[src/hdl/bmt_pkg.sv]
// ============================================================================
// bmt_pkg
// Shared types and constants for the breakpoint match table.
// ============================================================================
package bmt_pkg;

  // Field widths of the item channels
  localparam int unsigned ACTION_W = 3;
  localparam int unsigned ADDR_W   = 32;
  localparam int unsigned CNT_W    = 16;
  localparam int unsigned STATUS_W = 2;

  // Defaults for the top-level parameters
  localparam int unsigned ENTRIES_DEF    = 8;
  localparam int unsigned COUNT_BITS_DEF = 16;

  // Mask applied to added addresses when even alignment is on
  localparam logic [ADDR_W-1:0] EVEN_MASK = 32'hffff_fffe;

  typedef enum logic [ACTION_W-1:0] {
    ACT_ADD       = 3'd0,
    ACT_CLEAR     = 3'd1,
    ACT_TOGGLE    = 3'd2,
    ACT_HIT       = 3'd3,
    ACT_CLEAR_ALL = 3'd4
  } bmt_action_e;

  typedef enum logic [STATUS_W-1:0] {
    ST_DONE    = 2'd0,
    ST_PRESENT = 2'd1,
    ST_FULL    = 2'd2,
    ST_MISSING = 2'd3
  } bmt_status_e;

  // Operation broadcast to every cell
  typedef struct packed {
    logic              en;
    bmt_action_e       action;
    logic [ADDR_W-1:0] addr;
  } bmt_op_t;

  // Priority chain handed from cell to cell, lowest index first
  typedef struct packed {
    logic sel_seen;    // a lower cell holds a valid matching address
    logic sel_active;  // that selected cell is active
    logic free_seen;   // a lower cell is free
    logic any_valid;   // a lower cell is valid
  } bmt_chain_t;

endpackage

[src/hdl/bmt_if.sv]
// ============================================================================
// bmt_if
// Valid/ready channels for requests, responses and the configuration write.
// ============================================================================
interface bmt_req_if;
  import bmt_pkg::*;
  logic                valid;
  logic                ready;
  logic [ACTION_W-1:0] action;
  logic [ADDR_W-1:0]   address;
  logic [CNT_W-1:0]    pass_count;

  modport source (output valid, action, address, pass_count, input ready);
  modport sink   (input valid, action, address, pass_count, output ready);
endinterface

interface bmt_rsp_if;
  import bmt_pkg::*;
  logic                valid;
  logic                ready;
  logic [STATUS_W-1:0] status;
  logic                matched;
  logic                removed;
  logic [CNT_W-1:0]    count_left;

  modport source (output valid, status, matched, removed, count_left, input ready);
  modport sink   (input valid, status, matched, removed, count_left, output ready);
endinterface

interface bmt_cfg_if;
  logic valid;
  logic ready;
  logic align_even;

  modport source (output valid, align_even, input ready);
  modport sink   (input valid, align_even, output ready);
endinterface

[src/hdl/breakpoint_match_table_core.sv]
// The response item is registered and shows in the cycle after acceptance.
// Throughput: one item per cycle; the chain of slot cells resolves the
//   lowest matching and lowest free slot within the accepting cycle.
// A stalled response holds; a new item is taken as the response drains.
// Reset (rst_ni low, asynchronous): table empty, alignment off, no response.
// ============================================================================
// breakpoint_match_table_core
// Breakpoint table built as a row of slot cells joined by a priority chain,
// with a registered response stage and a one-bit configuration register.
// ============================================================================
module breakpoint_match_table_core
  import bmt_pkg::*;
#(
  parameter int unsigned Entries   = ENTRIES_DEF,
  parameter int unsigned CountBits = COUNT_BITS_DEF
) (
  input  logic      clk_i,
  input  logic      rst_ni,
  bmt_cfg_if.sink   cfg_i,
  bmt_req_if.sink   req_i,
  bmt_rsp_if.source rsp_o
);

  logic                 align_q;
  logic                 accept;
  bmt_action_e          action;
  bmt_op_t              op;
  logic [CountBits-1:0] count_sat;
  logic                 add_reject;
  bmt_chain_t           chain [Entries+1];
  logic [Entries-1:0]   cell_removed;
  logic [CountBits-1:0] cell_left [Entries];
  logic [CountBits-1:0] left_sel;
  logic [CNT_W-1:0]     left_ext;
  logic                 any_removed;

  logic                 rsp_valid_q;
  bmt_status_e          status_q, status_d;
  logic                 matched_q, matched_d;
  logic                 removed_q, removed_d;
  logic [CNT_W-1:0]     left_q, left_d;

  // Configuration register, always ready
  assign cfg_i.ready = 1'b1;

  always_ff @(posedge clk_i or negedge rst_ni) begin
    if (!rst_ni) begin
      align_q <= 1'b0;
    end else if (cfg_i.valid) begin
      align_q <= cfg_i.align_even;
    end
  end

  // Take a new item whenever the response stage is free or draining
  assign req_i.ready = !rsp_valid_q || rsp_o.ready;
  assign accept      = req_i.valid && req_i.ready;
  assign action      = bmt_action_e'(req_i.action);

  always_comb begin
    op.en     = accept;
    op.action = action;
    op.addr   = ((action == ACT_ADD) && align_q) ? (req_i.address & EVEN_MASK)
                                                 : req_i.address;
  end

  // Saturate the pass count to the slot count width
  generate
    if (CountBits >= CNT_W) begin : g_cnt_wide
      assign count_sat = CountBits'(req_i.pass_count);
      assign left_ext  = left_sel[CNT_W-1:0];
    end else begin : g_cnt_narrow
      assign count_sat = ((req_i.pass_count >> CountBits) != '0) ? '1
                         : req_i.pass_count[CountBits-1:0];
      assign left_ext  = CNT_W'(left_sel);
    end
  endgenerate

  // Row of slot cells
  assign chain[0]   = '0;
  assign add_reject = chain[Entries].sel_active;

  for (genvar i = 0; i < Entries; i++) begin : g_cell
    bmt_cell #(
      .CountBits (CountBits)
    ) u_cell (
      .clk_i        (clk_i),
      .rst_ni       (rst_ni),
      .op_i         (op),
      .add_count_i  (count_sat),
      .add_reject_i (add_reject),
      .chain_i      (chain[i]),
      .chain_o      (chain[i+1]),
      .removed_o    (cell_removed[i]),
      .left_o       (cell_left[i])
    );
  end

  // At most one cell reports a count, so merge by OR
  always_comb begin
    left_sel = '0;
    for (int i = 0; i < Entries; i++) begin
      left_sel = left_sel | cell_left[i];
    end
  end

  assign any_removed = |cell_removed;

  // Build the response item
  always_comb begin
    status_d  = ST_DONE;
    matched_d = 1'b0;
    removed_d = 1'b0;
    left_d    = '0;
    case (action)
      ACT_ADD: begin
        if (add_reject) begin
          status_d = ST_PRESENT;
        end else if (!chain[Entries].free_seen) begin
          status_d = ST_FULL;
        end else begin
          left_d = (CountBits >= CNT_W) ? req_i.pass_count : CNT_W'(count_sat);
        end
      end
      ACT_CLEAR: begin
        status_d  = chain[Entries].sel_active ? ST_DONE : ST_MISSING;
        removed_d = any_removed;
      end
      ACT_TOGGLE: begin
        status_d = chain[Entries].sel_seen ? ST_DONE : ST_MISSING;
        left_d   = left_ext;
      end
      ACT_HIT: begin
        status_d  = chain[Entries].sel_active ? ST_DONE : ST_MISSING;
        matched_d = chain[Entries].sel_active;
        removed_d = any_removed;
        left_d    = left_ext;
      end
      ACT_CLEAR_ALL: begin
        removed_d = chain[Entries].any_valid;
      end
      default: begin
      end
    endcase
  end

  // Response stage: load on accept, drop when taken
  always_ff @(posedge clk_i or negedge rst_ni) begin
    if (!rst_ni) begin
      rsp_valid_q <= 1'b0;
    end else if (accept) begin
      rsp_valid_q <= 1'b1;
    end else if (rsp_o.ready) begin
      rsp_valid_q <= 1'b0;
    end
  end

  always_ff @(posedge clk_i) begin
    if (accept) begin
      status_q  <= status_d;
      matched_q <= matched_d;
      removed_q <= removed_d;
      left_q    <= left_d;
    end
  end

  assign rsp_o.valid      = rsp_valid_q;
  assign rsp_o.status     = status_q;
  assign rsp_o.matched    = matched_q;
  assign rsp_o.removed    = removed_q;
  assign rsp_o.count_left = left_q;

endmodule

[src/hdl/bmt_cell.sv]
// ============================================================================
// bmt_cell
// One breakpoint slot: address, pass count, active and valid marks, plus its
// link in the lowest-index priority chain.
// ============================================================================
module bmt_cell
  import bmt_pkg::*;
#(
  parameter int unsigned CountBits = COUNT_BITS_DEF
) (
  input  logic                 clk_i,
  input  logic                 rst_ni,
  input  bmt_op_t              op_i,
  input  logic [CountBits-1:0] add_count_i,
  input  logic                 add_reject_i,
  input  bmt_chain_t           chain_i,
  output bmt_chain_t           chain_o,
  output logic                 removed_o,
  output logic [CountBits-1:0] left_o
);

  logic                 valid_q, valid_d;
  logic                 active_q, active_d;
  logic [ADDR_W-1:0]    addr_q, addr_d;
  logic [CountBits-1:0] count_q, count_d;
  logic                 hit;
  logic                 is_sel;
  logic [CountBits-1:0] count_dec;

  // Compare locally and extend the chain
  assign hit    = valid_q && (addr_q == op_i.addr);
  assign is_sel = hit && !chain_i.sel_seen;

  always_comb begin
    chain_o.sel_seen   = chain_i.sel_seen | hit;
    chain_o.sel_active = chain_i.sel_seen ? chain_i.sel_active : (hit & active_q);
    chain_o.free_seen  = chain_i.free_seen | ~valid_q;
    chain_o.any_valid  = chain_i.any_valid | valid_q;
  end

  assign count_dec = count_q - CountBits'(1);

  // Work out the slot update and what it reports
  always_comb begin
    valid_d   = valid_q;
    active_d  = active_q;
    addr_d    = addr_q;
    count_d   = count_q;
    removed_o = 1'b0;
    left_o    = '0;
    case (op_i.action)
      ACT_ADD: begin
        // first free slot takes the entry unless the lowest matching slot is active
        if (!add_reject_i && !chain_i.free_seen && !valid_q) begin
          valid_d  = 1'b1;
          active_d = 1'b1;
          addr_d   = op_i.addr;
          count_d  = add_count_i;
        end
      end
      ACT_CLEAR: begin
        if (is_sel && active_q) begin
          valid_d   = 1'b0;
          active_d  = 1'b0;
          removed_o = 1'b1;
        end
      end
      ACT_TOGGLE: begin
        if (is_sel) begin
          active_d = ~active_q;
          left_o   = count_q;
        end
      end
      ACT_HIT: begin
        // zero count is permanent; otherwise count down and drop at zero
        if (is_sel && active_q && (count_q != '0)) begin
          count_d = count_dec;
          if (count_dec == '0) begin
            valid_d   = 1'b0;
            active_d  = 1'b0;
            removed_o = 1'b1;
          end else begin
            left_o = count_dec;
          end
        end
      end
      ACT_CLEAR_ALL: begin
        valid_d   = 1'b0;
        active_d  = 1'b0;
        removed_o = valid_q;
      end
      default: begin
      end
    endcase
  end

  // Clear marks under reset
  always_ff @(posedge clk_i or negedge rst_ni) begin
    if (!rst_ni) begin
      valid_q  <= 1'b0;
      active_q <= 1'b0;
    end else if (op_i.en) begin
      valid_q  <= valid_d;
      active_q <= active_d;
    end
  end

  // Slot payload
  always_ff @(posedge clk_i) begin
    if (op_i.en) begin
      addr_q  <= addr_d;
      count_q <= count_d;
    end
  end

endmodule

[src/flat_wrapper.sv]
// flat-port wrapper written by rule: the top's interface ports become plain ports
module breakpoint_match_table_core_flat import bmt_pkg::*;
#(
  parameter int unsigned Entries   = ENTRIES_DEF,
  parameter int unsigned CountBits = COUNT_BITS_DEF
)
  (clk_i, rst_ni, cfg_i_valid, cfg_i_align_even, cfg_i_ready, req_i_valid, req_i_action, req_i_address, req_i_pass_count, req_i_ready, rsp_o_valid, rsp_o_status, rsp_o_matched, rsp_o_removed, rsp_o_count_left, rsp_o_ready);
  bmt_cfg_if cfg_i_i ();
  bmt_req_if req_i_i ();
  bmt_rsp_if rsp_o_i ();
  input  logic clk_i;
  input  logic rst_ni;
  input wire logic [$bits(cfg_i_i.valid)-1:0] cfg_i_valid;
  input wire logic [$bits(cfg_i_i.align_even)-1:0] cfg_i_align_even;
  output wire logic [$bits(cfg_i_i.ready)-1:0] cfg_i_ready;
  input wire logic [$bits(req_i_i.valid)-1:0] req_i_valid;
  input wire logic [$bits(req_i_i.action)-1:0] req_i_action;
  input wire logic [$bits(req_i_i.address)-1:0] req_i_address;
  input wire logic [$bits(req_i_i.pass_count)-1:0] req_i_pass_count;
  output wire logic [$bits(req_i_i.ready)-1:0] req_i_ready;
  output wire logic [$bits(rsp_o_i.valid)-1:0] rsp_o_valid;
  output wire logic [$bits(rsp_o_i.status)-1:0] rsp_o_status;
  output wire logic [$bits(rsp_o_i.matched)-1:0] rsp_o_matched;
  output wire logic [$bits(rsp_o_i.removed)-1:0] rsp_o_removed;
  output wire logic [$bits(rsp_o_i.count_left)-1:0] rsp_o_count_left;
  input wire logic [$bits(rsp_o_i.ready)-1:0] rsp_o_ready;
  assign cfg_i_i.valid = cfg_i_valid;
  assign cfg_i_i.align_even = cfg_i_align_even;
  assign cfg_i_ready = cfg_i_i.ready;
  assign req_i_i.valid = req_i_valid;
  assign req_i_i.action = req_i_action;
  assign req_i_i.address = req_i_address;
  assign req_i_i.pass_count = req_i_pass_count;
  assign req_i_ready = req_i_i.ready;
  assign rsp_o_valid = rsp_o_i.valid;
  assign rsp_o_status = rsp_o_i.status;
  assign rsp_o_matched = rsp_o_i.matched;
  assign rsp_o_removed = rsp_o_i.removed;
  assign rsp_o_count_left = rsp_o_i.count_left;
  assign rsp_o_i.ready = rsp_o_ready;
  breakpoint_match_table_core #(.Entries(Entries), .CountBits(CountBits)) u_core (.clk_i(clk_i), .rst_ni(rst_ni), .cfg_i(cfg_i_i), .req_i(req_i_i), .rsp_o(rsp_o_i));
endmodule
[config.mk]
export PLATFORM = sky130hd
export DESIGN_NAME = breakpoint_match_table_core_flat
export DESIGN_NICKNAME = d
export VERILOG_FILES = /design/src/hdl/bmt_pkg.sv /design/src/hdl/bmt_if.sv /design/src/hdl/breakpoint_match_table_core.sv /design/src/hdl/bmt_cell.sv /design/src/flat_wrapper.sv
export SDC_FILE = /design/constraint.sdc
export NUM_CORES = 1
export LEC_CHECK = 0
export ABC_AREA = 1
export BUFFER_PORTS_ARGS = -buffer_cell sky130_fd_sc_hd__buf_2
export CAP_MARGIN = 20
export CELL_PAD_IN_SITES_DETAIL_PLACEMENT = 1
export CELL_PAD_IN_SITES_GLOBAL_PLACEMENT = 2
export CORE_AREA = 5 5 264 266
export CTS_CLUSTER_SIZE = 8
export DETAILED_ROUTE_END_ITERATION = 7
export DIE_AREA = 0 0 269 271
export GPL_ROUTABILITY_DRIVEN = 1
export GPL_TIMING_DRIVEN = 0
export PLACE_DENSITY_LB_ADDON = 0.08
export SKIP_LAST_GASP = 1
export SYNTH_ARGS = -nofsm -noshare
export SYNTH_HDL_FRONTEND = slang
export SYNTH_SLANG_ARGS = --single-unit
[constraint.sdc]
create_clock -name clk_i -period 8.1 [get_ports clk_i]
set_input_delay 2.025 -clock clk_i [delete_from_list [all_inputs] [get_ports clk_i]]
set_output_delay 2.025 -clock clk_i [all_outputs]
set_load 0.02 [all_outputs]
==> impl_metrics.env, run 1 <==
export IMPL_ys_warn_count=0
export IMPL_syn_avg_cell_area_sq_um=7.66
export IMPL_slew_viol_final=0
export IMPL_drcViolationCount=0
export IMPL_whs_ns=0.525
export IMPL_tightest_slew_ns=1.28
export IMPL_drive_above_1_share_pct=9.22
export IMPL_path_class="in2reg"
export IMPL_grt_pass1_wl_um=191000
export IMPL_worstSetupEndpointType="flip-flop"
export IMPL_grt_total_usage_pct=36.7
export IMPL_cp_max_fo=16
export IMPL_ant_nets=0
export IMPL_worstSetupStartpointType="input port"
export IMPL_mostFrequentLayoutCell="nand2_1"
export IMPL_synth_top_cell_by_area="edfxtp_1"
export IMPL_viasPerCell=5.90
export IMPL_fin_nets=3767
export IMPL_finClkSkew_ns=0.0416
export IMPL_vdd_drop_max_mv=0.170
export IMPL_synthCells=3545
export IMPL_vias=27200
export IMPL_cts_tree="done"
export IMPL_status="complete, no violations"
export IMPL_synthTopCellsByArea="edfxtp_1 (45%), nand2_1 (14%), nor2_1 (7.5%), inv_1 (6.0%), nand4_1 (3.7%)"
export IMPL_arrival_ns=7.12
export IMPL_port_buffers=78
export IMPL_hold_viol_final=0
export IMPL_synth_seq_cells=422
export IMPL_worstPathRequired_ns=8.37
export IMPL_post_cts_buffers=0
export IMPL_hpwl_um=108000
export IMPL_synth_edf_count=404
export IMPL_clk_pin_slew_ns=0.06
export IMPL_ys_async_sr_fraction_pct=4.27
export IMPL_root_buffer="clkbuf_16"
export IMPL_ioPinCount=80
export IMPL_dieArea_sq_mm=0.0729
export IMPL_synth_top_cell_area_share_pct=44.7
export IMPL_antenna_found_initial=10
export IMPL_drt_iter0_drc=3714
export IMPL_clockBufferDepth=3
export IMPL_grt_max_degree=33
export IMPL_powerDensity_mw_per_mm2=182
export IMPL_grt_pass1_vias=26500
export IMPL_regArea_sq_mm=0.0126
export IMPL_yosysSeqAreaShare_pct=46.3
export IMPL_initial_core_util_pct=40.7
export IMPL_place_gp_congestion=1.04
export IMPL_finalCriticalPeriod_ns=6.86
export IMPL_utilization_pct=45.9
export IMPL_synth_flop_cell="edfxtp_1"
export IMPL_slew_headroom_pct=14.2
export IMPL_die_y_um=271
export IMPL_fill_cells=8294
export IMPL_wire_per_inst_um=30.0
export IMPL_core_area_sq_mm=0.0668
export IMPL_rsz0062_at_grt="false"
export IMPL_clock_fmax_mhz=146
export IMPL_final_setup_viol_count=0
export IMPL_final_period_utilization_pct=84.6
export IMPL_syn_cell_area_sq_mm=0.0272
export IMPL_die_w_um=269
export IMPL_final_cell_mix="nand2_1 (1004), nor2_1 (536), inv_1 (432)"
export IMPL_multi_input_area_sq_mm=0.0124
export IMPL_finalWirelength_um=138000
export IMPL_first_pass_iters=6
export IMPL_cts_hold_buffers=0
export IMPL_p_leak_nw=13.1
export IMPL_area_delta_synth_final_pct=12.8
export IMPL_syn_nets=3618
export IMPL_grt_overflow=0
export IMPL_clkSinkCount=422
export IMPL_clk_latency_ns=0.66
export IMPL_cts_buffers=59
export IMPL_h_tree_depth=2
export IMPL_row_count=95
export IMPL_post_cts_resized=0
export IMPL_hold_path_class="reg2reg"
export IMPL_cap_violations=0
export IMPL_synthDistinctLibCells=54
flip-flops by register name, indices dropped and copies added, names as in the netlist:
register and cells:
u_core.rsp_o.count_left 16, u_core.align_q 1, u_core.rsp_o.matched 1, u_core.rsp_o.status 2, u_core.rsp_o.valid 1, u_core.g_cell.u_cell.addr_q 256, u_core.rsp_o.removed 1, u_core.g_cell.u_cell.active_q 8
u_core.g_cell.u_cell.count_q 128, u_core.g_cell.u_cell.valid_q 8
where the power goes:
| part | internal [mW] | total (mW) | switching (mW) |
|---|---|---|---|
| logic | 0.144 | 0.638 | 0.494 |
| clock network | 1.36 | 2.43 | 1.06 |
| registers | 2.46 | 2.52 | 0.0687 |
final timing paths:
path	slack (ns)	start	depth (start not counted)	endpoint
min	0.52	u_core.g_cell[4].u_cell.active_q$_DFFE_PN0P_	2	u_core.g_cell[4].u_cell.active_q$_DFFE_PN0P_
max reg2reg	2.96	u_core.g_cell[0].u_cell.valid_q$_DFFE_PN0P_	16	u_core.g_cell[0].u_cell.count_q[10]$_DFFE_PP_
max in group asynchronous	6.34	rst_ni	1	u_core.g_cell[2].u_cell.valid_q$_DFFE_PN0P_
min in group asynchronous	1.36	rst_ni	1	u_core.align_q$_DFFE_PN0P_
max	1.24	req_i_address[12]	18	u_core.g_cell[0].u_cell.count_q[10]$_DFFE_PP_
min reg2reg	0.52	u_core.g_cell[4].u_cell.active_q$_DFFE_PN0P_	2	u_core.g_cell[4].u_cell.active_q$_DFFE_PN0P_
logic make-up after synthesis:
kind of cell	share of synthesized area (%)
AOI/OAI and AO/OA	5.17
xor gates and xnor gates	4.48
adders and majority gates	0.737
buffers and inverters	8.16
DFF	46.3
muxes	0.0415
other	0.0138
and+or+nand+nor	35.1
worst max-delay path: stages:
cell and delay [ns]:
buf_2 0.35, buf_2 0.50, inv_2 0.29, nand2_1 0.17, nand2_1 0.21, nor2_1 0.15
nand4_1 0.32, nor2_1 0.23, nand3_2 0.25, nand3_1 0.39, nor2_1 0.21, nor2_1 0.18
nand2_2 0.11, nor2_8 0.20, nand3_4 0.15, o21ai_2 0.36, o21ai_1 0.14, nor2_2 0.83
cells in the mapped netlist (2+ instances only):
cell,n
nand4_1,160
buf_1,2
or2_2,46
a22oi_1,3
o21ai_0,185
a211oi_1,2
dfrtp_1,18
inv_2,34
clkinv_1,2
buf_2,13
buf_6,8
and2_1,5
nor2_2,15
nand2_1,1004
or2_1,9
nor2_8,2
o22ai_1,14
xnor2_1,49
nor3b_1,5
edfxtp_1,404
nand2_2,11
nand3_4,3
nor4_1,23
nand3b_1,34
xor2_1,90
a21oi_1,27
or2_0,2
and3_1,6
clkbuf_1,26
nor3_4,3
nand4_2,2
nor3_1,77
o21ai_2,2
inv_1,433
nand3_1,191
ha_1,16
nand3_2,3
buf_4,26
nand2_4,4
o21ai_1,12
nor2_1,545
nor2_4,5
o211ai_1,13
per-layer routing:
| metal | GRT usage, % | vias up | share of wire, % |
|---|---|---|---|
| met5 | 0.878 | - | 0.089 |
| li1 | - | 11900 | - |
| met1 | 55.6 | 13500 | 44 |
| met3 | 15.6 | 184 | 15 |
| met4 | 6.85 | 8 | 2.1 |
| met2 | 48.7 | 1551 | 39 |
through the flow:
stage	cell area (sq um)	setup slack [ns]	instances	power [mW]	TNS (ns)
after global routing	30600	1.34	4605	5.72	0
after global placement	28600	-0.557	4496	3.15	-42.27
after detailed placement	28900	1.08	4505	3.17	0
after floorplan	27200	2.77	3545	2.85	0
final	30600	1.24	4606	5.59	0
after CTS	30600	1.75	4604	5.57	0
cell type report:
class / instances / share of cell area [%]
Multi-Input combinational cell: 2579 / 40.5
Clock inverter: 3 / 0.225
Inverter: 469 / 5.74
Buffer: 75 / 1.49
Sequential cell: 422 / 41.1
Antenna cell: 1 / 0.00817
Timing Repair Buffer: 88 / 2.05
Tap cell: 873 / 3.56
Clock buffer: 96 / 5.34
No activity file was read; power rests on OpenSTA's default activity.
==> inputs of run 2 (changes only) <==
- CORE_AREA: 5 5 264 266 -> 5 5 289 291
- DIE_AREA: 0 0 269 271 -> 0 0 294 296
- clock period: 8.1 -> 5.5 ns (I/O delays scaled with it)
==> impl_metrics.env, run 2 (same netlist as run 1, synthesis figures left out) <==
export IMPL_status="complete, no violations"
export IMPL_grt_pass1_wl_um=196000
export IMPL_clkSinkCount=422
export IMPL_die_y_um=296
export IMPL_grt_pass1_vias=26700
export IMPL_setup_tns_final_ns=0
export IMPL_port_buffers=78
export IMPL_ioPinCount=80
export IMPL_row_count=104
export IMPL_h_tree_depth=2
export IMPL_initial_core_util_pct=33.8
export IMPL_slew_viol_final=0
export IMPL_drt_iter0_drc=1945
export IMPL_tightest_slew_ns=1.05
export IMPL_mostFrequentLayoutCell="nand2_1"
export IMPL_clockBufferDepth=3
export IMPL_path_class="in2reg"
export IMPL_drive_above_1_share_pct=9.59
export IMPL_final_period_utilization_pct=99.4
export IMPL_wire_per_inst_um=29.6
export IMPL_hold_path_class="reg2reg"
export IMPL_slew_headroom_pct=29.9
export IMPL_crit_path_end="u_core.rsp_o.count_left[8]$_DFFE_PP_"
export IMPL_cts_buffers=60
export IMPL_finalCriticalPeriod_ns=5.46
export IMPL_final_setup_viol_count=0
export IMPL_grt_max_degree=32
export IMPL_reg2reg_slack_ns=1.02
export IMPL_largest_register="u_core.g_cell.u_cell.addr_q"
export IMPL_grt_total_usage_pct=31.8
export IMPL_fin_nets=3771
export IMPL_cts_hold_buffers=0
export IMPL_p_switching_mw=2.39
export IMPL_final_cell_mix="nand2_1 (1003), nor2_1 (532), inv_1 (432)"
export IMPL_drcViolationCount=0
export IMPL_final_cell_area_sq_mm=0.0310
export IMPL_comb_power_share_pct=11.1
export IMPL_finalWirelength_um=142000
export IMPL_p_total_mw=8.28
export IMPL_reg2reg_from="u_core.g_cell[0].u_cell.addr_q[1]$_DFFE_PP_"
export IMPL_hpwl_um=114000
export IMPL_rr_worst_depth=16
export IMPL_powerDensity_mw_per_mm2=267
export IMPL_worstSetupEndpointType="flip-flop"
export IMPL_hold_depth=2
export IMPL_clk_pin_slew_ns=0.06
export IMPL_grt_overflow=0
export IMPL_root_buffer="clkbuf_16"
export IMPL_rsz0062_at_grt="false"
export IMPL_die_w_um=294
export IMPL_worst_r2r_endpoint="u_core.g_cell[0].u_cell.count_q[0]$_DFFE_PP_"
export IMPL_pwr_share_seq_pct=44.7
export IMPL_place_gp_congestion=0.983
export IMPL_core_area_sq_mm=0.0803
export IMPL_worstPathRequired_ns=5.98
export IMPL_clock_fmax_mhz=183
export IMPL_worstSetupStartpointType="input port"
export IMPL_cap_violations=0
export IMPL_p_leak_nw=13.1
export IMPL_switching_share_pct=28.8
export IMPL_vdd_drop_max_mv=0.228
export IMPL_hold_viol_final=0
export IMPL_ant_nets=0
export IMPL_cp_max_fo=10
export IMPL_cts_tree="done"
export IMPL_area_delta_synth_final_pct=14.1
export IMPL_largest_reg_flops=256
export IMPL_finClkSkew_ns=0.0676
export IMPL_antenna_found_initial=3
export IMPL_placed_area_sq_mm=0.0291
export IMPL_worstSetupStartpoint="req_i_address[18]"
export IMPL_pwr_share_clk_pct=44.1
export IMPL_clk_latency_ns=0.68
export IMPL_vias=26000
export IMPL_utilization_pct=38.6
export IMPL_dieArea_sq_mm=0.0870
export IMPL_viasPerCell=5.42
export IMPL_p_int_mw=5.90
export IMPL_arrival_ns=5.94
export IMPL_first_pass_iters=5
run 2: power groups by stage:
stage          clock network [mW]  logic (mW)  registers (mW)
2_1_floorplan                   0       0.456            3.74
3_3_place_gp                    0       0.889            3.76
3_5_place_dp                    0       0.909            3.77
4_1_cts                      3.70       0.914            3.70
5_1_grt                      3.85       0.972            3.71
6_report                     3.66       0.923            3.70
run 2: repair_timing:
action,4_1_cts,5_1_grt
setup endpoints to repair,102,93
buffers inserted,0,1
gates resized for setup,7,7
pin swaps,0,1
run 2: area by class of cell:
type | count | area [sq um]
antenna | 1 | 2.50
buffer | 75 | 455
clock buffer | 105 | 1700
clock inverter | 4 | 67.6
fill | 9754 | 49300
inverter | 469 | 1760
multi-input combinational | 2579 | 12500
sequential | 422 | 12600
tap | 1060 | 1330
timing repair buffer | 91 | 628
run 2: worst min path at each step:
stage,start,endpoint,slack [ns]
CTS,u_core.g_cell[4].u_cell.active_q$_DFFE_PN0P_,u_core.g_cell[4].u_cell.active_q$_DFFE_PN0P_,0.52
finish,u_core.g_cell[4].u_cell.active_q$_DFFE_PN0P_,u_core.g_cell[4].u_cell.active_q$_DFFE_PN0P_,0.53
floorplan,u_core.g_cell[4].u_cell.active_q$_DFFE_PN0P_,u_core.g_cell[4].u_cell.active_q$_DFFE_PN0P_,0.46
detailed placement,u_core.g_cell[4].u_cell.active_q$_DFFE_PN0P_,u_core.g_cell[4].u_cell.active_q$_DFFE_PN0P_,0.51
global route,u_core.align_q$_DFFE_PN0P_,u_core.align_q$_DFFE_PN0P_,0.55
global placement,u_core.g_cell[4].u_cell.active_q$_DFFE_PN0P_,u_core.g_cell[4].u_cell.active_q$_DFFE_PN0P_,0.48
run 2: worst max-delay path: stages:
cell,delay [ns]
buf_2,0.31
buf_4,0.32
inv_2,0.13
nand2_1,0.11
nand2_1,0.05
nor2_1,0.52
nand2_1,0.18
nor2_2,0.34
nand3_1,0.26
nor3_4,0.42
nand2_1,0.19
nor2_1,0.30
buf_4,0.28
nand2_2,0.16
o21ai_0,0.57
nand3b_1,0.19
nor2_1,0.09
nand4_1,0.12
run 2: through the flow:
stage	worst slack, ns	hold slack (ns)	std cells
2_1_floorplan	0.817	0.457	3545
3_3_place_gp	-2.57	0.476	4683
3_5_place_dp	-0.900	0.505	4694
4_1_cts	0.0255	0.520	4803
5_1_grt	0.0641	0.549	4805
6_report	0.0353	0.531	4806
run 2: routing by layer:
layer / track usage (%) / wire [um] / vias up
li1: - / - / 12000
met1: 35.1 / 52800 / 12900
met2: 56.3 / 70200 / 788
met3: 2.73 / 5140 / 335
met4: 25.1 / 14100 / 2
met5: 0 / 11 / -
==> inputs of run 3 (changes only) <==
- CELL_PAD_IN_SITES_DETAIL_PLACEMENT: 1 -> 0
- CELL_PAD_IN_SITES_GLOBAL_PLACEMENT: 2 -> 1
- CORE_AREA: 5 5 289 291 -> 5 5 258 260
- DIE_AREA: 0 0 294 296 -> 0 0 263 265
==> impl_metrics.env, run 3 (same netlist as run 1, synthesis figures left out) <==
export IMPL_slowest_delay_ns=0.78
export IMPL_dieArea_sq_mm=0.0697
export IMPL_comb_power_share_pct=11.0
export IMPL_die_w_um=263
export IMPL_tightest_slew_ns=1.09
export IMPL_vdd_drop_max_mv=0.222
export IMPL_h_tree_depth=2
export IMPL_top_layer="met5"
export IMPL_p_total_mw=8.02
export IMPL_critPathMostFrequentCell="nand4_1"
export IMPL_antenna_found_initial=3
export IMPL_reg2reg_slack_ns=1.06
export IMPL_path_class="in2reg"
export IMPL_rr_worst_depth=13
export IMPL_setup_slack_ns=0.106
export IMPL_wl_met1_um=43700
export IMPL_hold_path_class="reg2reg"
export IMPL_root_buffer="clkbuf_16"
export IMPL_initial_core_util_pct=42.5
export IMPL_largest_register="u_core.g_cell.u_cell.addr_q"
export IMPL_clk_latency_ns=0.64
export IMPL_grt_max_degree=33
export IMPL_largest_reg_flops=256
export IMPL_worstPathCellList="buf_2 -> buf_2 -> inv_2 -> nand2_1 -> nand4_1 -> nor3_1 -> nand3b_1 -> nor2_1 -> nand2_2 -> nand4_1 -> nor2_2 -> nor2_8 -> nand4_1 -> nand2_1 -> and3_1"
export IMPL_grt_overflow=0
export IMPL_final_cell_mix="nand2_1 (1004), nor2_1 (535), inv_1 (433)"
export IMPL_drive_above_1_share_pct=9.32
export IMPL_reg2reg_from="u_core.g_cell[4].u_cell.addr_q[2]$_DFFE_PP_"
export IMPL_finalCriticalPeriod_ns=5.39
export IMPL_finalWirelength_um=128000
export IMPL_place_gp_congestion=1.05
export IMPL_cts_hold_buffers=0
export IMPL_critPathSlowestCell="and3_1"
export IMPL_cts_tree="done"
export IMPL_cts_buffers=59
export IMPL_ant_nets=0
export IMPL_pwr_share_clk_pct=42.8
export IMPL_worst_r2r_endpoint="u_core.g_cell[7].u_cell.count_q[0]$_DFFE_PP_"
export IMPL_slew_viol_final=0
export IMPL_finClkSkew_ns=0.0187
export IMPL_clock_fmax_mhz=185
export IMPL_worstSetupEndpointType="flip-flop"
export IMPL_cp_max_fo=16
export IMPL_port_buffers=78
export IMPL_arrival_ns=5.65
export IMPL_switching_share_pct=28.0
export IMPL_antenna_cells=0
export IMPL_clkSinkCount=422
export IMPL_hold_viol_final=0
export IMPL_mostFrequentLayoutCell="nand2_1"
export IMPL_p_switching_mw=2.24
export IMPL_vias=26000
export IMPL_p_int_mw=5.78
export IMPL_fill_cells=6253
export IMPL_worstSetupStartpointType="input port"
export IMPL_ioPinCount=80
export IMPL_dp_slack_ns=-0.756
export IMPL_grt_pass1_vias=25600
export IMPL_final_period_utilization_pct=98.1
export IMPL_cap_violations=0
export IMPL_pwr_share_seq_pct=46.2
export IMPL_utilization_pct=47.8
export IMPL_drt_iter0_drc=2928
export IMPL_die_y_um=265
export IMPL_wl_met2_um=63000
export IMPL_viasPerCell=5.68
export IMPL_hpwl_um=102000
export IMPL_drcViolationCount=0
export IMPL_slew_headroom_pct=26.7
export IMPL_powerDensity_mw_per_mm2=263
export IMPL_fin_nets=3768
export IMPL_crit_path_end="u_core.g_cell[7].u_cell.count_q[0]$_DFFE_PP_"
export IMPL_status="complete, no violations"
export IMPL_wire_per_inst_um=28.1
export IMPL_worstPathRequired_ns=5.75
export IMPL_row_count=93
export IMPL_p_leak_nw=13.0
export IMPL_core_area_sq_mm=0.0639
export IMPL_grt_pass1_wl_um=179000
export IMPL_area_delta_synth_final_pct=12.5
export IMPL_final_setup_viol_count=0
export IMPL_hold_depth=2
export IMPL_path_delay_family="simple AND/OR/NAND/NOR gates"
export IMPL_cp_num_buf_inv=3
export IMPL_first_pass_iters=7
export IMPL_grt_total_usage_pct=35.5
export IMPL_cp_num_cells=15
export IMPL_clockBufferDepth=3
export IMPL_dr_wl_met3_um=7650
export IMPL_clk_pin_slew_ns=0.06
export IMPL_rsz0062_at_grt="false"
export IMPL_worstSetupStartpoint="req_i_address[29]"
-- run 3: changes by cell type in the layout (fill, tap and decap cells not counted), moves of 2 or more --
cell | before | now
buf_12 | 8 | 6
o21ai_1 | 14 | 12
clkbuf_8 | 3 | 0
o21ai_0 | 183 | 185
clkbuf_1 | 68 | 52
buf_8 | 3 | 1
nor2_1 | 532 | 535
nor2_2 | 20 | 17
-- run 3: final cells by class --
cell class,instances,area (sq um),share of cell area (%)
flip-flops and latches,422,12600,41.2
multi-input cells,2579,12400,40.7
well taps,855,1070,3.50
clock buffers,85,1570,5.15
clock inverters,4,68.8,0.225
inverters,469,1760,5.76
plain buffers,75,455,1.49
repair buffers,89,597,1.95
-- run 3: worst min path at each step --
stage	start	endpoint	slack, ns
after global routing	u_core.g_cell[4].u_cell.active_q$_DFFE_PN0P_	u_core.g_cell[4].u_cell.active_q$_DFFE_PN0P_	0.52
after global placement	u_core.g_cell[4].u_cell.active_q$_DFFE_PN0P_	u_core.g_cell[4].u_cell.active_q$_DFFE_PN0P_	0.48
after floorplan	u_core.g_cell[4].u_cell.active_q$_DFFE_PN0P_	u_core.g_cell[4].u_cell.active_q$_DFFE_PN0P_	0.46
final	u_core.g_cell[4].u_cell.active_q$_DFFE_PN0P_	u_core.g_cell[4].u_cell.active_q$_DFFE_PN0P_	0.51
after detailed placement	u_core.g_cell[4].u_cell.active_q$_DFFE_PN0P_	u_core.g_cell[4].u_cell.active_q$_DFFE_PN0P_	0.49
after CTS	u_core.g_cell[4].u_cell.active_q$_DFFE_PN0P_	u_core.g_cell[4].u_cell.active_q$_DFFE_PN0P_	0.50
-- run 3: repair_timing --
item / CTS / global route
pin swaps: 0 / 0
buffers inserted: 0 / 0
endpoints found under the setup margin: 24 / 84
resized for setup: 2 / 5
-- run 3: worst reg2reg max path: stages, from the launching register on --
cell and delay (ns):
edfxtp_1 0.34, inv_1 0.05, nand2_1 0.28, nand4_1 0.47, nor3_1 0.33, nand3b_1 0.12, nor2_1 0.38, nand2_2 0.31
nand4_1 0.30, nor2_2 0.12, nor2_8 0.18, nand4_1 0.19, nand2_1 0.20, and3_1 0.78
-- run 3: power groups by stage --
stage	Combinational [mW]	Sequential (mW)	Clock (mW)
after floorplan	0.456	3.74	0
after global placement	0.843	3.77	0
after detailed placement	0.858	3.77	0
after CTS	0.863	3.70	3.45
after global routing	0.936	3.71	3.58
final	0.882	3.71	3.43
-- run 3: routing by layer --
metal | global-route usage, % | vias to the layer above
met5 | 0 | -
met4 | 30.8 | 2
met3 | 4.77 | 438
met2 | 62.5 | 1303
met1 | 37.5 | 12300
li1 | - | 12000
-- run 3: through the flow --
stage / hold slack [ns] / std cells / instance area [sq um] / TNS, ns
global route: 0.523 / 4578 / 30500 / 0
floorplan: 0.457 / 3545 / 27200 / 0
detailed placement: 0.486 / 4489 / 28900 / -101.28
CTS: 0.499 / 4578 / 30500 / 0
finish: 0.505 / 4578 / 30500 / 0
global placement: 0.477 / 4478 / 28600 / -545.77
